## src/rtl/pcm_to_stereo_s16_converter_defines.svh

```systemverilog
// Assertion macros used by the converter back end
`ifndef PCM_TO_STEREO_S16_CONVERTER_DEFINES_SVH
`define PCM_TO_STEREO_S16_CONVERTER_DEFINES_SVH

// Implication that must hold on every clock edge outside reset
`define P2S_ASSERT_IMPL(label, clk, rst, ante, cons) \
   label: assert property (@(posedge clk) disable iff (rst) (ante) |-> (cons)) \
      else $error("assertion failed");

// Next-cycle implication outside reset
`define P2S_ASSERT_NEXT(label, clk, rst, ante, cons) \
   label: assert property (@(posedge clk) disable iff (rst) (ante) |=> (cons)) \
      else $error("assertion failed");

`endif

```

## src/rtl/p2s_pkg.sv

```systemverilog
// Shared types and constants for the PCM to stereo converter
package p2s_pkg;

   // Input sample encodings
   localparam logic FMT_S16 = 1'b0;
   localparam logic FMT_F32 = 1'b1;

   // Input channel layouts
   typedef enum logic [1:0] {
      MODE_MONO   = 2'd0,
      MODE_STEREO = 2'd1,
      MODE_OCT    = 2'd2,
      MODE_NONE   = 2'd3
   } mode_type;

   // Configuration register indexes
   localparam logic CSR_FORMAT = 1'b0;
   localparam logic CSR_MODE   = 1'b1;

   // One classified command passed from front to back
   typedef struct packed {
      logic [15:0] sample;
      logic        slot;
      logic        dual;    // emit left then right
   } cmd_type;

endpackage

```

## src/rtl/pcm_to_stereo_s16_converter.sv

```systemverilog
// Top level of the PCM to stereo s16 converter
// Accepts one sample per cycle when the two-entry command queue has room; a
// stereo item yields one result, an eight-channel item yields one result for
// each of its first two channels and none for the rest, and a mono item yields
// two results (left, then right) at the back end, read out of the queue.
module pcm_to_stereo_s16_converter (
   input  logic        clock,
   input  logic        reset,
   input  logic        req_push,
   output logic        req_full,
   input  logic [31:0] req_sample_word,
   input  logic        req_buffer_end,
   output logic        rsp_empty,
   input  logic        rsp_pop,
   output logic signed [15:0] rsp_out_sample,
   output logic        rsp_out_channel,
   output logic        rsp_run_end,
   input  logic        csr_we,
   input  logic        csr_index,
   input  logic [1:0]  csr_wdata
);
   logic              fmt_ff;
   p2s_pkg::mode_type mode_ff;
   logic              take, emit;
   p2s_pkg::cmd_type  cmd;
   logic [15:0]       samp;

   // configuration registers
   always_ff @(posedge clock) begin
      if (reset) begin
         fmt_ff <= p2s_pkg::FMT_S16; mode_ff <= p2s_pkg::MODE_STEREO;
      end else if (csr_we) begin
         if (csr_index == p2s_pkg::CSR_FORMAT) fmt_ff <= csr_wdata[0];
         else mode_ff <= p2s_pkg::mode_type'(csr_wdata);
      end
   end

   assign take = req_push && !req_full;

   p2s_front u_front (.clock, .reset, .take, .sample_word(req_sample_word),
      .buffer_end(req_buffer_end), .fmt(fmt_ff), .mode(mode_ff), .emit, .cmd);

   p2s_back u_back (.clock, .reset, .wr(emit), .cmd, .full(req_full),
      .empty(rsp_empty), .pop(rsp_pop), .sample(samp), .slot(rsp_out_channel),
      .last(rsp_run_end));

   assign rsp_out_sample = samp;
endmodule

```

## src/rtl/p2s_float_cvt.sv

```systemverilog
// Float32 bit pattern to saturated, rounded s16
module p2s_float_cvt (
   input  logic [31:0] word,
   output logic [15:0] result
);
   logic        sign;
   logic [7:0]  expo;
   logic [22:0] frac;
   logic [4:0]  sh;      // weight of the mantissa lsb above 2^-25
   logic [25:0] t;       // |v*32768| + 0.5 in units of the mantissa lsb
   logic [25:0] tr;      // t rounded back to 24 significant bits
   logic [41:0] fixed;   // rounded sum with 25 fraction bits
   logic [16:0] mag;

   always_comb begin
      sign   = word[31];
      expo   = word[30:23];
      frac   = word[22:0];
      sh     = 5'd0;
      t      = '0;
      tr     = '0;
      fixed  = '0;
      mag    = '0;
      result = 16'd0;
      if (expo == 8'hFF) begin
         // NaN gives zero, infinity saturates
         if (frac != 23'd0) result = 16'd0;
         else result = sign ? 16'h8000 : 16'h7FFF;
      end else if (expo >= 8'd127) begin
         // |v*32768| >= 32768
         result = sign ? 16'h8000 : 16'h7FFF;
      end else if (expo >= 8'd110) begin
         // |v*32768| = mant * 2^(expo-135); smaller values round to zero
         sh = 5'(expo - 8'd110);   // 0..16
         t  = {3'b001, frac} + (26'd1 << (5'd24 - sh));
         // single-precision bias add: on a carry out of the mantissa the
         // lowest bit is dropped, rounded to nearest even
         tr = t;
         if (t[24] && t[0]) tr = t[1] ? t + 26'd1 : t - 26'd1;
         // truncate toward zero
         fixed = {16'd0, tr} << sh;
         mag   = fixed[41:25];
         if (!sign && mag >= 17'd32767) result = 16'h7FFF;
         else result = sign ? 16'(-mag) : mag[15:0];
      end
   end
endmodule

```

## src/rtl/p2s_front.sv

```systemverilog
// Front end: converts and classifies each accepted item
module p2s_front (
   input  logic              clock,
   input  logic              reset,
   input  logic              take,
   input  logic [31:0]       sample_word,
   input  logic              buffer_end,
   input  logic              fmt,
   input  p2s_pkg::mode_type mode,
   output logic              emit,
   output p2s_pkg::cmd_type  cmd
);
   localparam int unsigned MAX_CHANNELS = 8;
   logic [2:0] pos_ff, pos_in;
   logic [15:0] fsamp, samp;
   logic [2:0] p;

   p2s_float_cvt u_cvt (.word(sample_word), .result(fsamp));

   always_comb begin
      samp = (fmt == p2s_pkg::FMT_F32) ? fsamp : sample_word[15:0];
      emit = 1'b0;
      cmd.sample = samp;
      cmd.slot = 1'b0;
      cmd.dual = 1'b0;
      pos_in = pos_ff;
      p = pos_ff;
      case (mode)
         p2s_pkg::MODE_MONO: begin
            emit = 1'b1; cmd.dual = 1'b1; pos_in = 3'd0;
         end
         p2s_pkg::MODE_STEREO: begin
            emit = 1'b1; cmd.slot = pos_ff[0]; pos_in = {2'd0, ~pos_ff[0]};
         end
         p2s_pkg::MODE_OCT: begin
            emit = (p < 3'd2); cmd.slot = p[0];
            pos_in = (32'(p) + 1 >= MAX_CHANNELS) ? 3'd0 : p + 3'd1;
         end
         default: pos_in = 3'd0;
      endcase
      if (buffer_end) pos_in = 3'd0;
      if (!take) emit = 1'b0;
   end

   always_ff @(posedge clock) begin
      if (reset) pos_ff <= 3'd0;
      else if (take) pos_ff <= pos_in;
   end
endmodule

```

## src/rtl/p2s_back.sv

```systemverilog
// Back end: command queue and result emission
`include "pcm_to_stereo_s16_converter_defines.svh"
module p2s_back (
   input  logic             clock,
   input  logic             reset,
   input  logic             wr,
   input  p2s_pkg::cmd_type cmd,
   output logic             full,
   output logic             empty,
   input  logic             pop,
   output logic [15:0]      sample,
   output logic             slot,
   output logic             last
);
   p2s_pkg::cmd_type q_ff [2];
   logic       wp_ff, rp_ff, half_ff;
   logic [1:0] cnt_ff;
   logic       rd, done;

   assign empty = (cnt_ff == 2'd0);
   assign full  = (cnt_ff == 2'd2);
   assign sample = q_ff[rp_ff].sample;
   assign slot   = q_ff[rp_ff].dual ? half_ff : q_ff[rp_ff].slot;
   assign last   = !q_ff[rp_ff].dual || half_ff;
   assign rd     = pop && !empty;
   assign done   = rd && last;

   // queue pointers, count, and dual-result phase
   always_ff @(posedge clock) begin
      if (reset) begin
         wp_ff <= 1'b0; rp_ff <= 1'b0; cnt_ff <= 2'd0; half_ff <= 1'b0;
      end else begin
         if (wr) wp_ff <= ~wp_ff;
         if (done) rp_ff <= ~rp_ff;
         cnt_ff <= cnt_ff + {1'b0, wr} - {1'b0, done};
         if (rd) half_ff <= !last;
      end
   end

   always_ff @(posedge clock) begin
      if (wr) q_ff[wp_ff] <= cmd;
   end

   `P2S_ASSERT_IMPL(a_no_ovf, clock, reset, full, !wr)
   `P2S_ASSERT_IMPL(a_half_dual, clock, reset, half_ff, !empty && q_ff[rp_ff].dual)
   `P2S_ASSERT_NEXT(a_second, clock, reset, rd && !last, half_ff)
endmodule
```

## config.mk

```make
export PLATFORM = sky130hd
export DESIGN_NAME = pcm_to_stereo_s16_converter
export DESIGN_NICKNAME = d
export VERILOG_FILES = /design/src/rtl/p2s_pkg.sv /design/src/rtl/pcm_to_stereo_s16_converter.sv /design/src/rtl/p2s_float_cvt.sv /design/src/rtl/p2s_front.sv /design/src/rtl/p2s_back.sv
export VERILOG_INCLUDE_DIRS = /design/src /design/src/rtl
export SDC_FILE = /design/constraint.sdc
export NUM_CORES = 1
export LEC_CHECK = 0
export ABC_CLOCK_PERIOD_IN_PS = 15300
export BUFFER_PORTS_ARGS = -buffer_cell sky130_fd_sc_hd__buf_2
export CAP_MARGIN = 25
export CELL_PAD_IN_SITES_DETAIL_PLACEMENT = 1
export CELL_PAD_IN_SITES_GLOBAL_PLACEMENT = 1
export CORE_ASPECT_RATIO = 0.6
export CORE_UTILIZATION = 50
export DETAILED_ROUTE_END_ITERATION = 8
export HOLD_SLACK_MARGIN = 0.08
export PLACE_DENSITY_LB_ADDON = 0.3
export SLEW_MARGIN = 20
export SYNTH_ARGS = -nofsm -noshare
export SYNTH_HDL_FRONTEND = slang
export SYNTH_SLANG_ARGS = --single-unit
export TNS_END_PERCENT = 10
```

## constraint.sdc

```tcl
create_clock -name clock -period 15.3 [get_ports clock]
set_input_delay 1.53 -clock clock [delete_from_list [all_inputs] [get_ports clock]]
set_output_delay 1.53 -clock clock [all_outputs]
set_load 0.005 [all_outputs]
```

---- Word-level counts from Yosys, hierarchy flattened ----
Memory sizes are Yosys's and may differ from the RTL's. A register that Yosys moved wholly into a read port is not among the register bits.
Cells that the tools add are included.
cells by class
  add/subtract/negate cells ............... 10
  magnitude comparators ................... 5
  eq/ne operators ......................... 4
  shifts and indexed selects .............. 2
  muxes and demuxes ....................... 25
  bitwise logic cells ..................... 4
  reduce and logical (&&, ||, !) cells .... 18
operators with widths
  kind                                                                      number
  26-bit two-way mux                                                        5
  16-bit two-way mux                                                        8
  26-bit by 5-bit << shifter with 42-bit output                             1
  32-bit by 4-bit >= comparator with 1-bit output (second input constant)   1
  24-bit by 26-bit adder with 26-bit output                                 1
  26-bit by 1-bit adder with 26-bit output (second input constant)          1
  1-bit by 5-bit << shifter with 26-bit output (first input constant)       1
  26-bit by 1-bit subtractor with 26-bit output (second input constant)     1
  23-bit nonzero test                                                       1
  17-bit by 15-bit >= comparator with 1-bit output (second input constant)  1
  8-bit by 7-bit >= comparator with 1-bit output (second input constant)    2
  16-bit negator                                                            1
  8-bit == test (second input constant)                                     1
  1-bit two-way mux                                                         8
  3-bit two-way mux                                                         2
  3-bit case mux with 2 select lines                                        1
  1-bit logical AND                                                         5
  1-bit zero test                                                           5
  5-bit by 4-bit subtractor with 5-bit output (second input constant)       1
  5-bit subtractor (first input constant)                                   1
  3-bit by 1-bit adder with 4-bit output (second input constant)            1
  2-bit == test (second input constant)                                     2
  2-bit zero test                                                           2
  1-bit NOT                                                                 4
  other kinds (9)                                                           11
word-level totals
  bits in registers ....................... 11
  memory bits (writable) .................. 36
  bits of input ports ..................... 41
  memories ................................ 1
memories
  name         depth  width  read ports  clocked after memory_dff  write ports  line            text
  u_back.q_ff  2      18     1           1                         1            p2s_back.sv:15  p2s_pkg::cmd_type q_ff [2];

---- Logic depth before layout (Yosys ltp) ----
Gate-level depths: netlist of run 1.
  word-level depth ........................ 18
  gate-level depth with buffers ........... 34

---- Modules after synthesis ----
A second synthesis of run 1 with hierarchy kept.
unflattened totals
  cell total of the unflattened synthesis .. 1212
  area total of the unflattened synthesis .. 9345.2 sq um
by module, submodules not included
  module                       times used  cells each  area an instance (sq um)  seq. area each (sq um)
  p2s_float_cvt                1           1063        7113.1                    0.0
  p2s_back                     1           88          1589.0                    1201.2
  p2s_front                    1           48          504.2                     60.1
  pcm_to_stereo_s16_converter  1           13          138.9                     60.1

---- Worst setup path after synthesis of run 1 ----
Ideal clock, no wire load.
  path type ............................... input-to-reg
  start ................................... in req_sample_word[23]
  end ..................................... mem u_back.q_ff[0][12] (netlist bit) (data pin)
  setup time .............................. 0.167 ns
  arrival time ............................ 8.660 ns
  required time ........................... 15.133 ns
  setup slack ............................. 6.473 ns
  stages on the path ...................... 29
  path buffers ............................ 4
  path through ............................ clkbuf_1 > clkbuf_1 > clkbuf_1 > nor2_1 > nand2_1 > nor3_1 > ha_1 > fa_1 > a211o_1 > and3_1 > buf_6 > or4b_4 > a211o_1 > o311a_1 > ha_1 > a21oi_1 > o21ai_0 > or2_1 > o311ai_0 > o211ai_1 > mux4_2 > a211oi_1 > nand2_1 > o211ai_2 > o2111ai_1 > or3_4 > or3_1 > a32o_1 > a211oi_2
RTL lines
  element             line                               text
  start: declaration  pcm_to_stereo_s16_converter.sv:11  input logic [31:0] req_sample_word,
  end: declaration    p2s_back.sv:15

==> impl_metrics.ini, run 1 <==
[yosys]
synth_area_leaders = edfxtp_1, ha_1, nor2_1
synthXorXnorAreaFrac = 0.04795
synth_compound_area_frac = 0.3307
synth_fa_ha_area_frac = 0.08270
ys_ff_latch = 48
synth_area_um2 = 9107
syn_inst = 1250
synth_simple_gate_area_share = 0.2793
synthTopCellsByCount = nor2_1, nand2_1, a21oi_1
synthMuxAreaShare = 0.06732
synth-main-ff-cell = edfxtp_1
synth_seq_area_share = 0.1451
synth.top_cell.area_share = 0.1187
yosysMostFrequentCell = nor2_1
synthArstFlopShare = 0
synth.lib_cells_used.distinct = 100
synth_fp_nets = 1350
postSynthAreaPerCell_um2 = 7.286
synth_top_family_by_area = compound AO/OA/AOI/OAI gates
synth_top_cell_by_area = edfxtp_1
synth_edf_count = 36
yosys_warnings = 0

[routing]
wire_per_inst_um = 28.81
antenna_left = 0
drt_iter0_markers = 1729
met3_length_um = 7368
first_pass_iters = 6
drt-met1-wl_um = 18230
vias_per_cell = 7.577
dr_wl_met2_um = 16540
num_vias = 11373
drc = 0
top_layer = met5
wl_um = 43250

[clocking]
ctsRootBufferMaster = clkbuf_16
clk_latency_ps = 300
cts_resized = 0
clkTransAtPathRegs_ps = 80
post_cts.repair.setup_buffers = 0
h-tree-depth = 2
cts_tree = done
clk_path_buf_depth = 2
ctsHoldBuffers = 0
cts-buffers-inserted = 5
clock-sinks = 48

[status]
status = complete, no violations

[timing]
setup_viol = 0
finalHoldViolCount = 0
tightest_slew_ps = 1090
setup-tns-final_ps = 0
slew-limit-headroom = 0.2717
fmax_ghz = 0.08777
final.period_utilization = 0.7447
skew_ps = 9.600
finalMaxSlewViolations = 0
layout_min_cycle_time_ps = 11390
worst_slack_ps = 3907
rsz0062_at_grt = no

[placed_design]
placed_area_um2 = 9508
place_ws_ps = 4175
io_buffers = 60
hpwl_um = 34460
gp_congestion = 1.038

[grt]
antenna_found_initial = 2
grt_pass1_vias = 10812
grt_use_total = 0.4566
grt_max_degree = 65
grt_overflow = 0
grt_pass1_wl_um = 64630

[cells_and_area]
nNetsFinal = 1365
drive_gt1_frac = 0.1224
syn_to_final_growth_pct = 6.663
finish.instance_area_um2 = 9714
multi_input_area_um2 = 7371
nFillCells = 2272
regArea_um2 = 1321

[die]
dieWidth_um = 176.2
die_h_um = 106.5
core-area_um2 = 17450
initial_core_util = 0.5218
rows = 37
io-pin-count = 61
die_area_um2 = 18780

[critical_path]
critPathSlowestCell = o311ai_0
cp-end-kind = flop
worstPathArrival_ps = 11440
worst_ep_required_time_ps = 15340
crit_type = in -> reg
critPathLaunchType = input pin
cp_max_fo = 48
cpPeakStageDelay_ps = 790
r2r_setup_slack_ps = 12700

[pwr]
intPower_mw = 0.4311
seq_power_share = 0.206
p_switching_mw = 0.4464
p_comb_frac = 0.640
p_clk_frac = 0.153
power.density_nw_per_um2 = 90.33
p_total_mw = 0.8775
peakVddDrop_mv = 0.05234
p_leak_nw = 3.786
netSwitchingFraction = 0.5087

[job]
cap_violations = 0

[worst_hold_path]
hold_class = reg -> reg
==> layer usage <==
layer | global-route usage | up-vias
met5 | 0.02500 | -
met1 | 0.6337 | 5450
met4 | 0.1143 | 4
met2 | 0.6187 | 922
met3 | 0.2146 | 122
li1 | - | 4875
==> layout by cell type, fill, tap and decap left out, types with 11 or more instances in the layout <==
master,synthesis,layout
a211o_1,12,12
a211oi_1,31,31
a21o_1,20,20
a21oi_1,84,84
a31oi_1,15,15
a32oi_1,11,11
and2_1,19,19
and3_1,16,16
buf_2,17,61
buf_4,2,16
dfxtp_1,12,12
edfxtp_1,36,36
ha_1,57,57
inv_1,24,24
mux2_2,26,26
mux2i_1,17,17
nand2_1,116,116
nand3_1,58,58
nand4_1,23,23
nor2_1,150,150
nor3_1,48,48
nor4_1,23,23
o211ai_1,28,28
o21a_1,16,16
o21ai_0,68,68
xnor2_1,35,35
xor2_1,12,12
==> worst max-delay path, delay by kind of cell <==
family                   cells  cell delay [ps]
AO/OA/AOI/OAI               13             4720
adder cells (fa/ha/maj)      3             1220
buffers and inverters        5             1760
AND/OR/NAND/NOR              7             1940
XOR/XNOR                     1              190
==> power by group through the flow <==
stage	Clock (mW)	Combinational (mW)	Sequential [mW]
floorplan	0	0.356	0.173
detailed placement	0	0.527	0.184
CTS	0.135	0.531	0.181
finish	0.135	0.562	0.181
global placement	0	0.512	0.180
global route	0.139	0.589	0.183
==> cell type report <==
cell class                 count  share of cell area
multi-input combinational   1102              0.7588
clock inverter                 3            0.004766
tap                          234             0.03014
antenna                        1           0.0002576
sequential                    48              0.1360
inverter                      28             0.01082
clock buffer                   5             0.01288
timing repair buffer          80             0.04637
==> state kept, by name (all words and copies together), names as in the netlist, named ones only <==
register / count
u_back.half_ff: 1
fmt_ff: 1
u_back.cnt_ff: 2
u_back.wp_ff: 1
u_back.q_ff: 36
mode_ff: 2
u_front.p: 3
u_back.rp_ff: 1
==> worst paths after layout <==
kind | end | from | depth (start not counted)
max | u_back.q_ff[0][8] | req_sample_word[24] | 29
min | mode_ff[1] | mode_ff[1] | 2
max reg2reg | u_back.q_ff[1][17] | mode_ff[0] | 6
min reg2reg | mode_ff[1] | mode_ff[1] | 2
==> logic make-up (layout without fill, tap and decap cells) <==
kind of cell               count (synthesis)  count (layout)
and+or+nand+nor                          520             520
AOI/OAI and AO/OA                        425             425
buffers and inverters                    100             116
adders and majority gates                 59              59
muxes                                     50              50
xor gates and xnor gates                  48              48
DFF                                       48              48
other                                      0               1
==> through the flow <==
stage | hold WS (ps) | utilization | std cells
after global routing | 553.0 | 0.5565 | 1500
after detailed placement | 505.9 | 0.5448 | 1489
after CTS | 517.1 | 0.5546 | 1497
after global placement | 481.3 | 0.5442 | 1488
after floorplan | 455.2 | - | 1250
final | 516.8 | 0.5566 | 1501
Note: power is estimated with default switching activity, not from simulation.
==> run 2, diff against run 1 <==
Settings changed: ABC_CLOCK_PERIOD_IN_PS 15300 to 10200, CORE_UTILIZATION 50 to 42.
Clock period 15.3 ns to 10.2 ns, I/O delays scaled along.
==> impl_metrics.ini, run 2 (same netlist as run 1, synthesis figures left out) <==
[status]
status = complete, no violations

[timing]
finalMaxSlewViolations = 0
setup-tns-final_ps = 0
layout_min_cycle_time_ps = 9740
rsz0062_at_grt = no
slew-limit-headroom = 0.3374
finalHoldViolCount = 0
final.period_utilization = 0.9549
skew_ps = 6.297
setup_viol = 0
fmax_ghz = 0.1027
fin_hold_ws_ps = 506.7
tightest_slew_ps = 990.5

[routing]
drc = 0
antenna_left = 0
wl_um = 43720
num_vias = 11126
wire_per_inst_um = 27.77
first_pass_iters = 6
vias_per_cell = 7.069
drt_iter0_markers = 1438

[grt]
antenna_found_initial = 2
grt_use_met2 = 0.5083
grt_pass1_vias = 10377
grt_use_total = 0.3877
grt_pass1_wl_um = 64630
grt_util_met3 = 0.1993
grt-busiest-layer = met1
use_met1 = 0.5624
grt_max_degree = 55
grt_overflow = 0

[clocking]
ctsRootBufferMaster = clkbuf_16
clk_path_buf_depth = 2
ctsHoldBuffers = 0
cts_tree = done
clock-sinks = 48
cts-buffers-inserted = 5
clkTransAtPathRegs_ps = 60
h-tree-depth = 2
clk_latency_ps = 300

[critical_path]
cp_max_fo = 11
cp-end-kind = flop
crit_type = in -> reg
critPathSlowestCell = a32oi_1
cpPeakStageDelay_ps = 590
worst_ep_required_time_ps = 10220
cp_top_family = compound AO/OA/AOI/OAI gates
worstPathArrival_ps = 9760
cp_num_buf_inv = 1
critPathLaunchType = input pin

[cells_and_area]
nNetsFinal = 1393
largest_reg_flops = 36
layout_commonest_cell = nor2_1
finish.instance_area_um2 = 9951
regMostFlops = u_back.q_ff
syn_to_final_growth_pct = 9.259
drive_gt1_frac = 0.1406
most-common-layout-cells = nor2_1, nand2_1, a21oi_1

[worst_hold_path]
hold_class = reg -> reg

[die]
die_area_um2 = 22300
io-pin-count = 61
rows = 41
dieWidth_um = 192.1
die_h_um = 116.1
initial_core_util = 0.4309
core-area_um2 = 21140

[job]
cap_violations = 0

[placed_design]
placed_area_um2 = 9794
io_buffers = 60
gp_congestion = 1.104
hpwl_um = 35830

[pwr]
p_leak_nw = 3.892
peakVddDrop_mv = 0.07308
power.density_nw_per_um2 = 129.4
==> run 2: changes by cell type in the layout (fill, tap and decap cells not counted), sizes merged <==
cell,previous run,this run
bufinv,1,0
inv,26,25
buf,77,108
clkinv,3,4
dlymetal6s2s,1,0
clkbuf,7,6
==> run 2: final timing paths <==
check / start / to / slack, ps / cells past startpoint
worst max register to register: flop / u_back.cnt_ff[1] / 7670 / 9
worst min register to register: u_front.p[2] / u_front.p[2] / 510 / 2
worst max-delay path: req_sample_word[24] / u_back.q_ff[0][11] / 460 / 29
worst min-delay path: u_front.p[2] / u_front.p[2] / 510 / 2
==> run 2: report_power, final <==
group / internal, mW / leakage (nW) / switching (mW)
clock network: 0.0902 / 0.0645 / 0.0740
logic: 0.301 / 3.40 / 0.552
registers: 0.248 / 0.432 / 0.0231
total: 0.639 / 3.89 / 0.649
==> run 2: layout make-up <==
cell class | instances | area, µm²
clock inverters | 2 | 11.26
flip-flops and latches | 48 | 1321
well taps | 279 | 349.1
clock buffers | 6 | 128.9
fillers | 2724 | 11180
multi-input cells | 1102 | 7372
diodes | 1 | 2.502
inverters | 28 | 105.1
repair buffers | 108 | 660.6
==> run 2: timing repair <==
action                     in CTS  in global routing
gates resized for setup         0                  1
setup endpoints to repair       0                  2
buffers inserted                0                  0
==> run 2: worst min-delay path: cells and delay by family (launching register included) <==
family / cells / cell delay, ps
DFF: 1 / 330
AOI/OAI and AO/OA: 2 / 140
==> run 2: metal layers <==
layer  vias to the layer above  wire length (µm)  share of wire
met5                         -                 0              0
met4                         0               362         0.0083
met3                        46              6854           0.16
met2                       665             16470           0.38
met1                      5475             20030           0.46
li1                       4940                 -              -
==> run 2: stage by stage <==
stage	utilization	power (mW)	setup WS (ps)	std cells
final	0.4708	1.288	460.2	1574
after global routing	0.4707	1.354	80.23	1573
after CTS	0.4700	1.253	736.3	1573
after detailed placement	0.4634	1.085	514.8	1565
after global placement	0.4634	1.069	685.6	1565
after floorplan	-	0.7936	1883	1250
==> run 3, diff against run 2 <==
Settings changed: CORE_MARGIN set to 1.5.
==> impl_metrics.ini, run 3 (same netlist as run 1, synthesis figures left out) <==
[status]
status = complete, no violations

[placed_design]
hpwl_um = 36160
gp_congestion = 1.026
place_inst = 1550
io_buffers = 60

[grt]
grt_pass1_vias = 10267
grt_max_degree = 45
grt_overflow = 0
antenna_found_initial = 3
grt_pass1_wl_um = 65700
grt_use_total = 0.3887

[timing]
layout_min_cycle_time_ps = 9713
setup-tns-final_ps = 0
slew-limit-headroom = 0.2134
finalMaxSlewViolations = 0
setup_viol = 0
rsz0062_at_grt = no
final.period_utilization = 0.9522
tightest_slew_ps = 1180
fmax_ghz = 0.1030
finalHoldViolCount = 0
skew_ps = 7.272

[critical_path]
r2r-end = u_back.cnt_ff[1]
critPathLaunchType = input pin
cp-end-kind = flop
cp_max_fo = 10
cpPeakStageDelay_ps = 910
r2r_setup_slack_ps = 7610
critPathSlowestCell = a221oi_1
worstPathArrival_ps = 9750
reg2regPathDepth = 9
cp_common_cell = a21oi_1
crit_type = in -> reg
worst-path-stages = 28
cp_num_buf_inv = 3
cp_top_family = compound AO/OA/AOI/OAI gates
worst_ep_required_time_ps = 10240

[cells_and_area]
drive_gt1_frac = 0.1320
most-common-layout-cells = nor2_1, nand2_1, a21oi_1
largest_reg_flops = 36
nNetsFinal = 1379
layout_commonest_cell = nor2_1
fin_util = 0.4664
syn_to_final_growth_pct = 8.243
layout.cells.non_filler = 1559
regMostFlops = u_back.q_ff
antenna_cells = 0

[pwr]
power.density_nw_per_um2 = 130.9
netSwitchingFraction = 0.5079
intPower_mw = 0.6350
p_comb_frac = 0.657
seq_power_share = 0.210
p_clk_frac = 0.133
p_leak_nw = 3.831
peakVddDrop_mv = 0.07314
p_switching_mw = 0.6553

[routing]
first_pass_iters = 5
vias_per_cell = 7.121
antenna_left = 0
drc = 0
drt_iter0_markers = 1439
num_vias = 11101
wl_um = 44130
wire_per_inst_um = 28.30

[die]
rows = 41
initial_core_util = 0.4309
die_area_um2 = 22610
die_h_um = 117.1
io-pin-count = 61
dieWidth_um = 193.1
core-area_um2 = 21140

[clocking]
h-tree-depth = 2
ctsRootBufferMaster = clkbuf_16
clk_latency_ps = 300
clock-sinks = 48
clk_path_buf_depth = 2
ctsHoldBuffers = 0
clkTransAtPathRegs_ps = 70
cts_resized = 0
cts-buffers-inserted = 5
cts_tree = done
post_cts.repair.setup_buffers = 0

[worst_hold_path]
worst_hold_path.endpoint = u_front.p[2]
hold_path_depth = 2
hold_class = reg -> reg
holdCritStartpoint = u_front.p[2]

[job]
cap_violations = 0
[run 3: changes by cell type in the layout (fill, tap and decap cells not counted), sizes merged]
cell      delta
clkinvlp     -1
clkbuf       +1
diode        -1
buf         -14
[run 3: how the worst max path moves through the flow]
stage | startpoint | end | slack [ps]
final | req_sample_word[27] | u_back.q_ff[1][12] | 490
after global routing | req_sample_word[24] | u_back.q_ff[0][12] | 170
after CTS | req_sample_word[24] | u_back.q_ff[1][12] | 390
after detailed placement | req_sample_word[24] | u_back.q_ff[1][12] | 140
after global placement | req_sample_word[24] | u_back.q_ff[0][12] | 410
after floorplan | req_sample_word[23] | u_back.q_ff[0][12] | 1880
[run 3: per-layer routing]
| layer | up-vias | global-route usage | share of wire |
|---|---|---|---|
| met4 | 2 | 0.03949 | 0.010 |
| met2 | 696 | 0.5138 | 0.37 |
| met5 | - | 0 | 0.00018 |
| met1 | 5434 | 0.5971 | 0.47 |
| met3 | 60 | 0.1470 | 0.14 |
| li1 | 4909 | - | - |
[run 3: worst min-delay path, stage by stage, from the launching register on]
cell and delay [ps]:
dfxtp_1 340, o21ai_0 80, a21oi_1 60
[run 3: cell type report]
| class | instances | area, µm² |
|---|---|---|
| repair buffers | 94 | 560.5 |
| multi-input cells | 1102 | 7376 |
| fillers | 2704 | 11280 |
| well taps | 279 | 349.1 |
| flip-flops and latches | 48 | 1321 |
| inverters | 28 | 105.1 |
| clock buffers | 7 | 142.6 |
| clock inverters | 1 | 3.754 |
[run 3: power by group through the flow]
| stage | combinational (mW) | clock [mW] | sequential (mW) |
|---|---|---|---|
| 2_1_floorplan | 0.533 | 0 | 0.260 |
| 3_3_place_gp | 0.795 | 0 | 0.272 |
| 3_5_place_dp | 0.805 | 0 | 0.276 |
| 4_1_cts | 0.811 | 0.174 | 0.271 |
| 5_1_grt | 0.901 | 0.181 | 0.274 |
| 6_report | 0.848 | 0.171 | 0.271 |
[run 3: stage by stage]
| step | total power [mW] | setup WS, ps | hold slack, ps | instance area, µm² |
|---|---|---|---|---|
| 6_report | 1.290 | 487.1 | 521.0 | 9858 |
| 5_1_grt | 1.357 | 171.7 | 569.4 | 9858 |
| 3_3_place_gp | 1.067 | 411.1 | 469.0 | 9674 |
| 3_5_place_dp | 1.081 | 136.3 | 512.5 | 9679 |
| 4_1_cts | 1.256 | 394.9 | 525.3 | 9826 |
| 2_1_floorplan | 0.7936 | 1883 | 455.2 | 9107 |
